[src/rtl/hctms_pkg.sv]
// shared types and constants for the heater cycle trimmed mean sampler
// no dependencies; used by hctms_ctrl, hctms_dp and the top level
package hctms_pkg;

    localparam int CFG_W  = 20;
    localparam int MEAN_W = 16;
    localparam int CODE_W = 3;

    localparam logic [CFG_W-1:0] WARMUP_RESET  = CFG_W'(90000);
    localparam logic [CFG_W-1:0] HIGH_RESET    = CFG_W'(60000);
    localparam logic [CFG_W-1:0] LOW_RESET     = CFG_W'(60000);
    localparam logic [CFG_W-1:0] MEASURE_RESET = CFG_W'(30000);

    localparam logic [MEAN_W-1:0] MEAN_SAT = '1;

    typedef enum logic [2:0] {
        REG_HEATER_ENABLE = 3'd0,
        REG_WARMUP_TICKS  = 3'd1,
        REG_HIGH_TICKS    = 3'd2,
        REG_LOW_TICKS     = 3'd3,
        REG_MEASURE_TICKS = 3'd4
    } cfg_reg_t;

    typedef enum logic [1:0] {
        FN_SAMPLE = 2'd0,
        FN_TICK   = 2'd1,
        FN_READ   = 2'd2,
        FN_NOP    = 2'd3
    } func_t;

    typedef enum logic [4:0] {
        PH_OFF  = 5'b00001,
        PH_WARM = 5'b00010,
        PH_HIGH = 5'b00100,
        PH_LOW  = 5'b01000,
        PH_MEAS = 5'b10000
    } phase_t;

    localparam logic [CODE_W-1:0] CODE_OFF  = 3'd0;
    localparam logic [CODE_W-1:0] CODE_WARM = 3'd1;
    localparam logic [CODE_W-1:0] CODE_HIGH = 3'd2;
    localparam logic [CODE_W-1:0] CODE_LOW  = 3'd3;
    localparam logic [CODE_W-1:0] CODE_MEAS = 3'd4;

    typedef struct packed {
        logic capture;
        logic div_load;
        logic div_step;
        logic commit;
    } hctms_cmd_t;

    typedef struct packed {
        logic need_div;
    } hctms_status_t;

    function automatic logic [CODE_W-1:0] phase_code(input phase_t ph);
        logic [CODE_W-1:0] code;
        case (ph)
            PH_WARM: code = CODE_WARM;
            PH_HIGH: code = CODE_HIGH;
            PH_LOW:  code = CODE_LOW;
            PH_MEAS: code = CODE_MEAS;
            default: code = CODE_OFF;
        endcase
        return code;
    endfunction

endpackage

[src/rtl/hctms_ctrl.sv]
// controller state machine: sequences capture, division steps and commit
// depends on hctms_pkg for the command and status structs
module hctms_ctrl #(
    parameter int DIV_W = 26
) (
    input  logic                     clk,
    input  logic                     rst_n,
    input  logic                     in_valid,
    output logic                     in_stall,
    output logic                     out_valid,
    input  logic                     out_stall,
    input  hctms_pkg::hctms_status_t status,
    output hctms_pkg::hctms_cmd_t    cmd
);
    import hctms_pkg::*;

    localparam int CNT_W = $clog2(DIV_W);
    localparam logic [CNT_W-1:0] CNT_LAST = CNT_W'(DIV_W - 1);

    typedef enum logic [3:0] {
        S_IDLE = 4'b0001,
        S_EXEC = 4'b0010,
        S_DIV  = 4'b0100,
        S_FIN  = 4'b1000
    } state_t;

    state_t           state_reg, state_next;
    logic [CNT_W-1:0] cnt_reg, cnt_next;
    logic             out_valid_reg, out_valid_next;
    logic             out_free;

    assign out_free  = !out_valid_reg || !out_stall;
    assign in_stall  = (state_reg != S_IDLE);
    assign out_valid = out_valid_reg;

    always_comb
    begin
        state_next = state_reg;
        cnt_next   = cnt_reg;
        cmd        = '0;
        case (state_reg)
            S_IDLE:
            begin
                if (in_valid)
                begin
                    cmd.capture = 1'b1;
                    state_next  = S_EXEC;
                end
            end
            S_EXEC:
            begin
                if (status.need_div)
                begin
                    cmd.div_load = 1'b1;
                    cnt_next     = '0;
                    state_next   = S_DIV;
                end
                else
                begin
                    state_next = S_FIN;
                end
            end
            S_DIV:
            begin
                cmd.div_step = 1'b1;
                if (cnt_reg == CNT_LAST)
                begin
                    state_next = S_FIN;
                end
                else
                begin
                    cnt_next = cnt_reg + 1'b1;
                end
            end
            S_FIN:
            begin
                if (out_free)
                begin
                    cmd.commit = 1'b1;
                    state_next = S_IDLE;
                end
            end
            default:
            begin
                state_next = S_IDLE;
            end
        endcase
    end

    always_comb
    begin
        out_valid_next = out_valid_reg;
        if (cmd.commit)
        begin
            out_valid_next = 1'b1;
        end
        else if (out_valid_reg && !out_stall)
        begin
            out_valid_next = 1'b0;
        end
    end

    always_ff @(posedge clk or negedge rst_n)
    begin
        if (!rst_n)
        begin
            state_reg     <= S_IDLE;
            cnt_reg       <= '0;
            out_valid_reg <= 1'b0;
        end
        else
        begin
            state_reg     <= state_next;
            cnt_reg       <= cnt_next;
            out_valid_reg <= out_valid_next;
        end
    end

    a_capture_to_exec: assert property (@(posedge clk) disable iff (!rst_n)
        cmd.capture |=> state_reg == S_EXEC)
        else $error("captured item did not move to execute");

    a_commit_sets_valid: assert property (@(posedge clk) disable iff (!rst_n)
        cmd.commit |=> out_valid_reg)
        else $error("commit without a result transfer pending");

    a_div_runs_full: assert property (@(posedge clk) disable iff (!rst_n)
        (state_reg == S_DIV && cnt_reg == CNT_LAST) |=> state_reg == S_FIN)
        else $error("divider did not finish after the last step");

    a_no_overwrite: assert property (@(posedge clk) disable iff (!rst_n)
        (out_valid_reg && out_stall) |-> !cmd.commit)
        else $error("result overwritten while stalled");

endmodule

[src/rtl/hctms_dp.sv]
// datapath: config registers, sampler, heater cycle timing and serial divider
// depends on hctms_pkg for types, constants and the phase code function
module hctms_dp #(
    parameter int ADC_BITS   = 12,
    parameter int COUNT_BITS = 10,
    parameter int FRAC_BITS  = 4,
    parameter int TIME_BITS  = 20
) (
    input  logic                                clk,
    input  logic                                rst_n,
    input  logic                                cfg_we,
    input  hctms_pkg::cfg_reg_t                 cfg_index,
    input  logic [hctms_pkg::CFG_W-1:0]         cfg_data,
    input  hctms_pkg::func_t                    func,
    input  logic [ADC_BITS-1:0]                 sample,
    input  hctms_pkg::hctms_cmd_t               cmd,
    output hctms_pkg::hctms_status_t            status,
    output logic [hctms_pkg::MEAN_W-1:0]        mean_value,
    output logic                                mean_fresh,
    output logic                                heater_drive,
    output logic [hctms_pkg::CODE_W-1:0]        heater_phase,
    output logic [COUNT_BITS-1:0]               samples_held
);
    import hctms_pkg::*;

    localparam int SUM_W = ADC_BITS + COUNT_BITS;
    localparam int DIV_W = SUM_W + FRAC_BITS;
    localparam int QX_W  = (DIV_W > MEAN_W) ? DIV_W : MEAN_W;
    localparam int CMP_W = (TIME_BITS > CFG_W) ? TIME_BITS : CFG_W;
    localparam logic [ADC_BITS-1:0]   ADC_MAX   = '1;
    localparam logic [COUNT_BITS-1:0] COUNT_MAX = '1;
    localparam logic [TIME_BITS-1:0]  TIME_MAX  = '1;

    // configuration
    logic             en_reg;
    logic [CFG_W-1:0] warmup_reg, high_reg, low_reg, meas_reg;

    // captured item
    func_t               item_func_reg;
    logic [ADC_BITS-1:0] item_sample_reg;

    // sampler and cycle state
    logic [SUM_W-1:0]      sum_reg, sum_next;
    logic [COUNT_BITS-1:0] count_reg, count_next;
    logic [ADC_BITS-1:0]   min_reg, min_next, max_reg, max_next;
    logic [MEAN_W-1:0]     last_mean_reg, last_mean_next;
    logic [MEAN_W-1:0]     latched_reg, latched_next;
    phase_t                phase_reg, phase_next;
    logic [TIME_BITS-1:0]  elapsed_reg, elapsed_next;
    logic                  seen_reg, seen_next;
    logic                  drive_reg, drive_next;
    logic [MEAN_W-1:0]     mean_out_reg, mean_out_next;
    logic                  fresh_reg, fresh_next;

    // divider
    logic [DIV_W-1:0]      div_num_reg, div_quo_reg;
    logic [COUNT_BITS-1:0] div_rem_reg, div_den_reg;
    logic [COUNT_BITS:0]   trial, trial_diff;
    logic                  trial_ge;

    logic [SUM_W-1:0]      sum_eff;
    logic [COUNT_BITS-1:0] count_eff;
    logic [QX_W-1:0]       quo_ext;
    logic [MEAN_W-1:0]     mean_q, live_mean;
    logic [TIME_BITS-1:0]  elapsed_inc;
    logic [CFG_W-1:0]      limit;
    logic                  enable_change, advance, have_samples;

    always_comb
    begin
        have_samples = (count_reg != '0);
        if (count_reg >= COUNT_BITS'(3))
        begin
            sum_eff   = sum_reg - SUM_W'(max_reg) - SUM_W'(min_reg);
            count_eff = count_reg - COUNT_BITS'(2);
        end
        else
        begin
            sum_eff   = sum_reg;
            count_eff = count_reg;
        end

        quo_ext   = QX_W'(div_quo_reg);
        mean_q    = ((quo_ext >> MEAN_W) != '0) ? MEAN_SAT : quo_ext[MEAN_W-1:0];
        live_mean = have_samples ? mean_q : last_mean_reg;

        elapsed_inc = (elapsed_reg == TIME_MAX) ? elapsed_reg : elapsed_reg + 1'b1;
        case (phase_reg)
            PH_WARM: limit = warmup_reg;
            PH_HIGH: limit = high_reg;
            PH_LOW:  limit = low_reg;
            PH_MEAS: limit = meas_reg;
            default: limit = '0;
        endcase
        enable_change = (en_reg != seen_reg);
        advance = !enable_change && (phase_reg != PH_OFF)
                  && (CMP_W'(elapsed_inc) >= CMP_W'(limit));

        status.need_div = have_samples &&
                          ((item_func_reg == FN_READ && !en_reg) ||
                           (item_func_reg == FN_TICK && advance && phase_reg == PH_MEAS));
    end

    // one restoring step
    always_comb
    begin
        trial      = {div_rem_reg, div_num_reg[DIV_W-1]};
        trial_diff = trial - (COUNT_BITS + 1)'(div_den_reg);
        trial_ge   = (trial >= (COUNT_BITS + 1)'(div_den_reg));
    end

    always_comb
    begin
        sum_next       = sum_reg;
        count_next     = count_reg;
        min_next       = min_reg;
        max_next       = max_reg;
        last_mean_next = last_mean_reg;
        latched_next   = latched_reg;
        phase_next     = phase_reg;
        elapsed_next   = elapsed_reg;
        seen_next      = seen_reg;
        drive_next     = drive_reg;
        mean_out_next  = '0;
        fresh_next     = 1'b0;
        case (item_func_reg)
            FN_SAMPLE:
            begin
                if (count_reg != COUNT_MAX)
                begin
                    sum_next   = sum_reg + SUM_W'(item_sample_reg);
                    count_next = count_reg + 1'b1;
                    if (item_sample_reg > max_reg)
                    begin
                        max_next = item_sample_reg;
                    end
                    if (item_sample_reg < min_reg)
                    begin
                        min_next = item_sample_reg;
                    end
                end
            end
            FN_TICK:
            begin
                if (enable_change)
                begin
                    phase_next   = en_reg ? PH_WARM : PH_OFF;
                    drive_next   = en_reg;
                    elapsed_next = '0;
                    seen_next    = en_reg;
                end
                else
                begin
                    elapsed_next = elapsed_inc;
                    if (advance)
                    begin
                        elapsed_next = '0;
                        case (phase_reg)
                            PH_WARM:
                            begin
                                phase_next = PH_HIGH;
                            end
                            PH_HIGH:
                            begin
                                phase_next = PH_LOW;
                                drive_next = 1'b0;
                            end
                            PH_LOW:
                            begin
                                phase_next = PH_MEAS;
                                sum_next   = '0;
                                count_next = '0;
                                min_next   = ADC_MAX;
                                max_next   = '0;
                            end
                            default:
                            begin
                                latched_next = live_mean;
                                if (have_samples)
                                begin
                                    last_mean_next = mean_q;
                                end
                                drive_next = 1'b1;
                                phase_next = PH_HIGH;
                            end
                        endcase
                    end
                    else if (phase_reg != PH_WARM && phase_reg != PH_HIGH &&
                             phase_reg != PH_LOW && phase_reg != PH_MEAS)
                    begin
                        phase_next = PH_OFF;
                    end
                end
            end
            FN_READ:
            begin
                if (en_reg)
                begin
                    mean_out_next = latched_reg;
                end
                else
                begin
                    fresh_next    = have_samples;
                    mean_out_next = live_mean;
                    if (have_samples)
                    begin
                        last_mean_next = mean_q;
                    end
                    sum_next   = '0;
                    count_next = '0;
                    min_next   = ADC_MAX;
                    max_next   = '0;
                end
            end
            default:
            begin
            end
        endcase
    end

    // config writes
    always_ff @(posedge clk or negedge rst_n)
    begin
        if (!rst_n)
        begin
            en_reg     <= 1'b0;
            warmup_reg <= WARMUP_RESET;
            high_reg   <= HIGH_RESET;
            low_reg    <= LOW_RESET;
            meas_reg   <= MEASURE_RESET;
        end
        else if (cfg_we)
        begin
            case (cfg_index)
                REG_HEATER_ENABLE: en_reg     <= cfg_data[0];
                REG_WARMUP_TICKS:  warmup_reg <= cfg_data;
                REG_HIGH_TICKS:    high_reg   <= cfg_data;
                REG_LOW_TICKS:     low_reg    <= cfg_data;
                REG_MEASURE_TICKS: meas_reg   <= cfg_data;
                default:
                begin
                end
            endcase
        end
    end

    // item capture, divider and result payload
    always_ff @(posedge clk)
    begin
        if (cmd.capture)
        begin
            item_func_reg   <= func;
            item_sample_reg <= sample;
        end
        if (cmd.div_load)
        begin
            div_num_reg <= DIV_W'(sum_eff) << FRAC_BITS;
            div_den_reg <= count_eff;
            div_rem_reg <= '0;
            div_quo_reg <= '0;
        end
        else if (cmd.div_step)
        begin
            div_num_reg <= div_num_reg << 1;
            div_rem_reg <= trial_ge ? trial_diff[COUNT_BITS-1:0] : trial[COUNT_BITS-1:0];
            div_quo_reg <= {div_quo_reg[DIV_W-2:0], trial_ge};
        end
        if (cmd.commit)
        begin
            mean_out_reg <= mean_out_next;
            fresh_reg    <= fresh_next;
        end
    end

    always_ff @(posedge clk or negedge rst_n)
    begin
        if (!rst_n)
        begin
            sum_reg       <= '0;
            count_reg     <= '0;
            min_reg       <= ADC_MAX;
            max_reg       <= '0;
            last_mean_reg <= '0;
            latched_reg   <= '0;
            phase_reg     <= PH_OFF;
            elapsed_reg   <= '0;
            seen_reg      <= 1'b0;
            drive_reg     <= 1'b0;
        end
        else if (cmd.commit)
        begin
            sum_reg       <= sum_next;
            count_reg     <= count_next;
            min_reg       <= min_next;
            max_reg       <= max_next;
            last_mean_reg <= last_mean_next;
            latched_reg   <= latched_next;
            phase_reg     <= phase_next;
            elapsed_reg   <= elapsed_next;
            seen_reg      <= seen_next;
            drive_reg     <= drive_next;
        end
    end

    assign mean_value   = mean_out_reg;
    assign mean_fresh   = fresh_reg;
    assign heater_drive = drive_reg;
    assign heater_phase = phase_code(phase_reg);
    assign samples_held = count_reg;

endmodule

[src/rtl/heater_cycle_trimmed_mean_sampler.sv]
// a sample, tick, no-op or latched read is captured, then passes the execute and finish states before its
// result is registered; a live read, or a tick that closes the measure phase, with samples held also
// runs the one-bit-per-cycle divider over ADC_BITS+COUNT_BITS+FRAC_BITS quotient bits (26 by default)
// one item at a time: the next item is taken only after the last result is committed, which waits out an output stall
// reset: asynchronous, active low; sampler cleared, heater off and disabled, timing
// registers at their power-on values
module heater_cycle_trimmed_mean_sampler #(
    parameter int ADC_BITS   = 12,
    parameter int COUNT_BITS = 10,
    parameter int FRAC_BITS  = 4,
    parameter int TIME_BITS  = 20
) (
    input  logic                                clk,
    input  logic                                rst_n,
    input  logic                                cfg_we,
    input  hctms_pkg::cfg_reg_t                 cfg_index,
    input  logic [hctms_pkg::CFG_W-1:0]         cfg_data,
    input  logic                                in_valid,
    output logic                                in_stall,
    input  hctms_pkg::func_t                    func,
    input  logic [ADC_BITS-1:0]                 sample,
    output logic                                out_valid,
    input  logic                                out_stall,
    output logic [hctms_pkg::MEAN_W-1:0]        mean_value,
    output logic                                mean_fresh,
    output logic                                heater_drive,
    output logic [hctms_pkg::CODE_W-1:0]        heater_phase,
    output logic [COUNT_BITS-1:0]               samples_held
);
    import hctms_pkg::*;

    localparam int DIV_W = ADC_BITS + COUNT_BITS + FRAC_BITS;

    hctms_cmd_t    cmd;
    hctms_status_t status;

    hctms_ctrl #(
        .DIV_W (DIV_W)
    ) u_ctrl (
        .clk       (clk),
        .rst_n     (rst_n),
        .in_valid  (in_valid),
        .in_stall  (in_stall),
        .out_valid (out_valid),
        .out_stall (out_stall),
        .status    (status),
        .cmd       (cmd)
    );

    hctms_dp #(
        .ADC_BITS   (ADC_BITS),
        .COUNT_BITS (COUNT_BITS),
        .FRAC_BITS  (FRAC_BITS),
        .TIME_BITS  (TIME_BITS)
    ) u_dp (
        .clk          (clk),
        .rst_n        (rst_n),
        .cfg_we       (cfg_we),
        .cfg_index    (cfg_index),
        .cfg_data     (cfg_data),
        .func         (func),
        .sample       (sample),
        .cmd          (cmd),
        .status       (status),
        .mean_value   (mean_value),
        .mean_fresh   (mean_fresh),
        .heater_drive (heater_drive),
        .heater_phase (heater_phase),
        .samples_held (samples_held)
    );

endmodule

[config.mk]
export PLATFORM = sky130hd
export DESIGN_NAME = heater_cycle_trimmed_mean_sampler
export DESIGN_NICKNAME = d
export VERILOG_FILES = /design/src/rtl/hctms_pkg.sv /design/src/rtl/hctms_ctrl.sv /design/src/rtl/hctms_dp.sv /design/src/rtl/heater_cycle_trimmed_mean_sampler.sv
export SDC_FILE = /design/constraint.sdc
export NUM_CORES = 1
export LEC_CHECK = 0
export ABC_AREA = 1
export CAP_MARGIN = 20
export CELL_PAD_IN_SITES_DETAIL_PLACEMENT = 1
export CELL_PAD_IN_SITES_GLOBAL_PLACEMENT = 1
export CORE_MARGIN = 1.5
export CORE_UTILIZATION = 52
export DETAILED_ROUTE_END_ITERATION = 8
export DONT_BUFFER_PORTS = 1
export PLACE_DENSITY_LB_ADDON = 0.1
export SLEW_MARGIN = 20
export SYNTH_ARGS = -nofsm -noshare
export SYNTH_HDL_FRONTEND = slang
export SYNTH_SLANG_ARGS = --single-unit
[constraint.sdc]
create_clock -name clk -period 6 [get_ports clk]
set_input_delay 0.3 -clock clk [delete_from_list [all_inputs] [get_ports clk]]
set_output_delay 0.3 -clock clk [all_outputs]
set_load 0.02 [all_outputs]
==> results of run 1 <==
worst register-to-register path, stage by stage (launching register included):
cell      delay [ps]
dfrtp_1          410
nor2_1           220
nand3_1          150
inv_1            790
a22o_1           280
a221oi_1          60
ha_1             350
nand2_1           70
nor2_1           210
nand2_1           90
nor2_1           120
nand2_1           70
nand4_1          240
nand3_2          160
nand2_4          140
nand2_8          260
nand2_1          840
per-stage QoR:
step	setup slack [ps]	area (um2)	std cells	util [%]
after floorplan	2340	17400	2174	-
after global placement	1430	17600	2536	53.8
after detailed placement	1260	17600	2536	53.8
after CTS	1220	19200	2642	58.6
after global routing	806	19200	2643	58.6
final	1150	19200	2644	58.6
logic make-up after synthesis:
family,synth area share [%]
fa+ha+maj,8.31
buf+inv,6.69
flops,45.0
compound gates,13.0
xor+xnor,1.91
simple gates,25.0
synthesized netlist by cell type, drive strengths merged, types with 19 or more instances:
master	count
a21oi	73
a221oi	19
a22o	19
buf	27
clkbuf	60
dfrtp	162
dfstp	44
dfxtp	36
edfxtp	63
ha	93
inv	200
nand2	618
nand3	173
nand4	31
nor2	157
nor3	23
o21ai	271
xor2	28
cell type report:
class,count,area [um2]
clock buffer,50,1010
sequential,305,7820
timing repair buffer,47,470
tap,442,553
inverter,201,754
multi-input combinational,1581,8410
antenna,2,5.00
clock inverter,16,134
fill,4026,13500
power groups by stage:
stage / registers, mW / clock network (mW) / logic, mW
after floorplan: 2.89 / 0 / 3.33
after global placement: 3.05 / 0 / 4.27
after detailed placement: 3.07 / 0 / 4.47
after CTS: 3.04 / 2.16 / 4.61
after global routing: 3.10 / 2.25 / 5.24
final: 3.05 / 2.13 / 4.68
metal layers:
| metal | GRT usage (%) | routed length (um) | up-vias |
|---|---|---|---|
| li1 | - | - | 7243 |
| met1 | 42.1 | 23500 | 7623 |
| met2 | 52.2 | 25000 | 419 |
| met3 | 4.91 | 2790 | 122 |
| met4 | 10.1 | 1590 | 2 |
| met5 | 0 | 13 | - |
worst paths after layout:
path,depth (start not counted),end,start
max,16,u_dp.div_num_reg[22],u_dp.phase_reg[1]
min,4,u_dp.meas_reg[4],cfg_index[2]
max reg2reg,16,u_dp.div_num_reg[22],u_dp.phase_reg[1]
min reg2reg,2,u_dp.div_quo_reg[14],u_dp.div_quo_reg[13]
max in group asynchronous,2,u_dp.sum_reg[11],rst_n
min in group asynchronous,2,u_dp.latched_reg[11],rst_n
repair_timing:
| item | 4_1_cts | 5_1_grt |
|---|---|---|
| hold buffers | 40 | 0 |
| setup buffers | 0 | 0 |
| hold endpoints to repair | 288 | 0 |
layout by cell type (no fill, tap or decap), types with 5 or more instances in the layout:
cell and n:
or2_2 7, nand3_2 5, a21o_1 5, nor4_1 6, a22o_1 19, clkbuf_16 37, dlygate4sd3_1 39, o21a_1 6
ha_1 93, a31oi_1 5, o21ai_1 29, o21ai_0 242, xor2_1 28, inv_1 197, nor3_1 19, nand3_1 168
edfxtp_1 63, nor2_1 151, dfxtp_1 36, a21oi_1 73, nand2_1 612, dfstp_2 44, a221oi_1 19, fa_1 14
buf_4 7, clkbuf_1 9, nand4_1 31, dfrtp_1 162, xnor2_1 10, clkinv_2 9
==> out/metrics.csv, run 1 <==
metric,value,unit
synth_flop_cell,dfrtp_1,
initial_utilization,53.1,%
vdd_drop_max,0.323,mV
cts_tree,done,
clk_pin_slew,60,ps
die_w,186,um
drc,0,
post_cts_resized,0,
cp_cell_sequence,nor2_1 -> nand3_1 -> inv_1 -> a22o_1 -> a221oi_1 -> ha_1 -> nand2_1 -> nor2_1 -> nand2_1 -> nor2_1 -> nand2_1 -> nand4_1 -> nand3_2 -> nand2_4 -> nand2_8 -> nand2_1,
htreeDepth,2,
slowest_stage,nand2_1,
port_buffers,0,
slew_viol_final,0,
ys_seq_area_share,45.0,%
async_flop_share,67.5,%
ys_types,52,
wl,52800,um
core,32700,um2
dr.pass1.iters,5,
area_growth,10.3,%
intPower,5.38,mW
worst-slew-pin-transition,1050,ps
crit_top_cell,nand2_1,
p_sw,4.49,mW
synth.area.top_cells,"dfrtp_1 23%, nand2_1 13%, edfxtp_1 11%",
period_needed,4850,ps
synth_seq_cells,305,
max-cap-violations,0,
cp-start-kind,register,
p_leak,9.02,nW
wire_per_inst,20.0,um
grt-ovfl-total,0,
antenna_found_initial,2,
place_congestion,0.931,
vias_per_cell,5.83,
grt_use_total,31.4,%
ys_warn_count,0,
fin_skew,30.1,ps
rsz0062_at_grt,false,
syn_area_per_cell,7.99,um2
setup_viol,0,
largest_register_ffs,26,
path_max_fanout,73,
syn_area,17400,um2
synth_cells,2174,
first_global_vias,16000,
worstPathArrival,4990,ps
ios,75,
cp-end-kind,register,
pwr-share-comb,47.4,%
grt_max_degree,207,
syn-num-nets,2323,
maxSlewHeadroom,29.9,%
clk_latency,550,ps
fin_setup_tns,0,ps
nNetsFinal,2321,
fp.dieH,186,um
dieArea,34500,um2
power_frac_clock,21.6,%
hold_class,in -> reg,
hold_ws,290,ps
critPathMaxStageDelay,820,ps
pwr_density_cell,515,nW/um2
drt-initial-drc-count,963,
r2r_slack,1150,ps
drive_above_1_share,6.50,%
crit_required,6140,ps
critPathBufInv,1,
grt_first_pass_wirelength,85200,um
hold_viol_final,0,
synth_edf_count,63,
switching_share,45.5,%
num_vias,15400,
yosysTopAreaCellShare,23.3,%
cts_sinks,305,
cts-root-buf,clkbuf_16,
path_delay_family,simple AND/OR/NAND/NOR gates,
ant_nets,0,
fmax,206,MHz
seqPwrFrac,30.9,%
run_status,finished clean,
rows,66,
clockBufferDepth,3,
dpl.hpwl,35500,um
crit_type,reg -> reg,
cts_buffers,36,
post-synth-top-area-cell,dfrtp_1,
period_share,80.8,%
finalPower,9.87,mW
No activity file was read; power rests on OpenSTA's default activity.
==> run 2, diff against run 1 <==
Settings changed: CORE_UTILIZATION 52 to 44.
Clock period 6 ns to 4.1 ns, I/O delays scaled along.
==> run 2 against run 1 <==
The flow now finishes with violations (negative hold slack); sequential share of layout area fell by 1.1 points; global-route usage fell by 6.5 points; final area rose by 2.9%; critical path depth up 6; die area rose by 18%; first-iteration DRC count decreased by 22%.
==> out/metrics.csv, run 2 (synthesis gave the netlist of run 1 again) <==
metric,value,unit,change
run_status,"complete, but fails checks",,was finished clean
violations,negative hold slack,,
crit_required,4350,ps,was 6140 ps
ios,75,,unchanged
num_vias,14900,,was 15400
slowest_stage,dfrtp_1,,was nand2_1
pwr-share-comb,46.8,%,was 47.4%
wl,50000,um,was 52800 um
cts-root-buf,clkbuf_16,,unchanged
clockBufferDepth,3,,unchanged
maxSlewHeadroom,36.4,%,was 29.9%
initial_utilization,44.8,%,was 53.1%
largest_register_ffs,26,,unchanged
r2r_cells,22,,was 16
hold_ws,-642,ps,was 290 ps
final_cell_mix,"612 x nand2_1, 242 x o21ai_0, 196 x inv_1",,"was 612 x nand2_1, 242 x o21ai_0, 197 x inv_1"
setup_viol,0,,unchanged
crit_top_cell,nand2_1,,unchanged
max-cap-violations,0,,unchanged
final_common_cell,nand2_1,,unchanged
antenna_found_initial,1,,was 2
dpl.hpwl,35100,um,was 35500 um
vias_per_cell,5.40,,was 5.83
htreeDepth,2,,unchanged
cts_hold_buffers,39,,was 40
die_w,202,um,was 186 um
first_global_vias,15500,,was 16000
port_buffers,0,,unchanged
p_sw,6.43,mW,was 4.49 mW
p_leak,9.27,nW,was 9.02 nW
wire_per_inst,18.1,um,was 20.0 um
cts_sinks,305,,unchanged
hold_class,in -> async,,was in -> reg
fp.dieH,202,um,was 186 um
worst-slew-pin-transition,954,ps,was 1050 ps
period_share,94.1,%,was 80.8%
vdd_drop_max,0.440,mV,was 0.323 mV
path_max_fanout,22,,was 73
period_needed,3860,ps,was 4850 ps
hold_viol_final,206,,was 0
drc,0,,unchanged
crit_type,reg -> reg,,unchanged
core,38800,um2,was 32700 um2
r2r_slack,240,ps,was 1150 ps
slew_viol_final,0,,unchanged
fin_skew,38.1,ps,was 30.1 ps
power_frac_clock,22.6,%,was 21.6%
critPathMaxStageDelay,370,ps,was 820 ps
r2r-start,u_dp.elapsed_reg[1],,was u_dp.phase_reg[1]
cp-end-kind,register,,unchanged
ant_nets,0,,unchanged
fin_util,50.8,%,was 58.6%
drt-initial-drc-count,754,,was 963
area_growth,13.4,%,was 10.3%
fillerInstances,4733,,was 4026
cp_cell_sequence,ha_1 -> nand3_2 -> nor3_4 -> nand2_1 -> nor2_2 -> nand4_1 -> buf_4 -> a21oi_2 -> inv_1 -> ha_1 -> nand2_1 -> nor2_1 -> nand2_1 -> nor2_1 -> nand2_1 -> nand4_1 -> buf_4 -> nand3_2 -> nand2_4 -> nand2_8 -> nand2_1 -> buf_12,,was nor2_1 -> nand3_1 -> inv_1 -> a22o_1 -> a221oi_1 -> ha_1 -> nand2_1 -> nor2_1 -> nand2_1 -> nor2_1 -> nand2_1 -> nand4_1 -> nand3_2 -> nand2_4 -> nand2_8 -> nand2_1
rows,72,,was 66
grt_max_degree,207,,unchanged
pwr_density_cell,738,nW/um2,was 515 nW/um2
path_delay_family,simple AND/OR/NAND/NOR gates,,unchanged
reg2reg_to,u_dp.div_num_reg[13],,was u_dp.div_num_reg[22]
worstPathArrival,4100,ps,was 4990 ps
grt_first_pass_wirelength,82000,um,was 85200 um
clk_pin_slew,60,ps,about the same
grt_use_total,24.9,%,was 31.4%
cp-start-kind,register,,unchanged
cts_tree,done,,unchanged
cts_buffers,37,,was 36
dieArea,40700,um2,was 34500 um2
nNetsFinal,2358,,was 2321
clk_latency,570,ps,was 550 ps
grt-ovfl-total,0,,unchanged
seqPwrFrac,30.6,%,was 30.9%
place_congestion,0.884,,was 0.931
critPathBufInv,4,,was 1
dr.pass1.iters,5,,unchanged
intPower,8.11,mW,was 5.38 mW
fmax,259,MHz,was 206 MHz
drive_above_1_share,8.13,%,was 6.50%
switching_share,44.2,%,was 45.5%
==> run 2: worst register-to-register path, cell delays in order (launching register included) <==
cell and delay [ps]:
dfrtp_1 370, ha_1 210, nand3_2 140, nor3_4 220
nand2_1 130, nor2_2 180, nand4_1 180, buf_4 200
a21oi_2 160, inv_1 60, ha_1 290, nand2_1 50
nor2_1 120, nand2_1 80, nor2_1 110, nand2_1 70
nand4_1 70, buf_4 150, nand3_2 130, nand2_4 140
nand2_8 110, nand2_1 150, buf_12 190
==> run 2: area by class of cell <==
type | instances | area [um2] | area share [%]
antenna | 1 | 2.50 | 0.0127
clock buffer | 49 | 1010 | 5.13
clock inverter | 19 | 196 | 0.996
inverter | 201 | 761 | 3.86
multi-input combinational | 1581 | 8450 | 42.9
sequential | 305 | 7820 | 39.7
tap | 518 | 648 | 3.29
timing repair buffer | 83 | 820 | 4.16
==> run 2: power by group through the flow <==
stage               Clock [mW]  Sequential (mW)  Combinational [mW]
finish                    3.29             4.45                6.80
global placement             0             4.47                6.41
CTS                       3.38             4.44                6.71
detailed placement           0             4.49                6.62
global route              3.48             4.52                7.68
floorplan                    0             4.23                4.87
==> run 2: stage by stage <==
step | setup WS [ps] | cells | setup TNS [ps] | instance area, um2 | total power [mW]
finish | 241 | 2757 | 0 | 19700 | 14.5
global route | -10.6 | 2757 | -62.8 | 19700 | 15.7
CTS | 13.9 | 2747 | 0 | 19600 | 14.5
detailed placement | 55.3 | 2640 | 0 | 18000 | 11.1
global placement | 178 | 2640 | 0 | 18000 | 10.9
floorplan | 443 | 2174 | 0 | 17400 | 9.09
==> run 2: what timing repair did <==
action                                  CTS  global route
setup buffers                             0             8
endpoints found under the setup margin    0           197
gates resized for setup                   0            14
endpoints found under the hold margin   305           206
==> run 2: worst max path at each step <==
stage / slack, ps / endpoint / cells after the start / start
4_1_cts: 10 / u_dp.div_num_reg[15] / 22 / u_dp.elapsed_reg[1]
3_5_place_dp: 60 / u_dp.div_num_reg[25] / 22 / u_dp.elapsed_reg[1]
5_1_grt: -10 / u_dp.div_num_reg[12] / 22 / u_dp.elapsed_reg[1]
2_1_floorplan: 440 / u_dp.div_num_reg[10] / 18 / u_dp.phase_reg[1]
3_3_place_gp: 180 / u_dp.div_num_reg[15] / 22 / u_dp.elapsed_reg[1]
6_report: 240 / u_dp.div_num_reg[13] / 22 / u_dp.elapsed_reg[1]
==> run 2: per-layer routing <==
| layer | wire length [um] | part of all wire (%) | GRT usage (%) | vias to the layer above |
|---|---|---|---|---|
| met4 | 869 | 1.7 | 6.08 | 0 |
| met5 | 0 | 0 | 0 | - |
| met1 | 23800 | 48 | 34.8 | 7293 |
| met2 | 23200 | 47 | 40.7 | 263 |
| li1 | - | - | - | 7291 |
| met3 | 2030 | 4.1 | 3.79 | 52 |
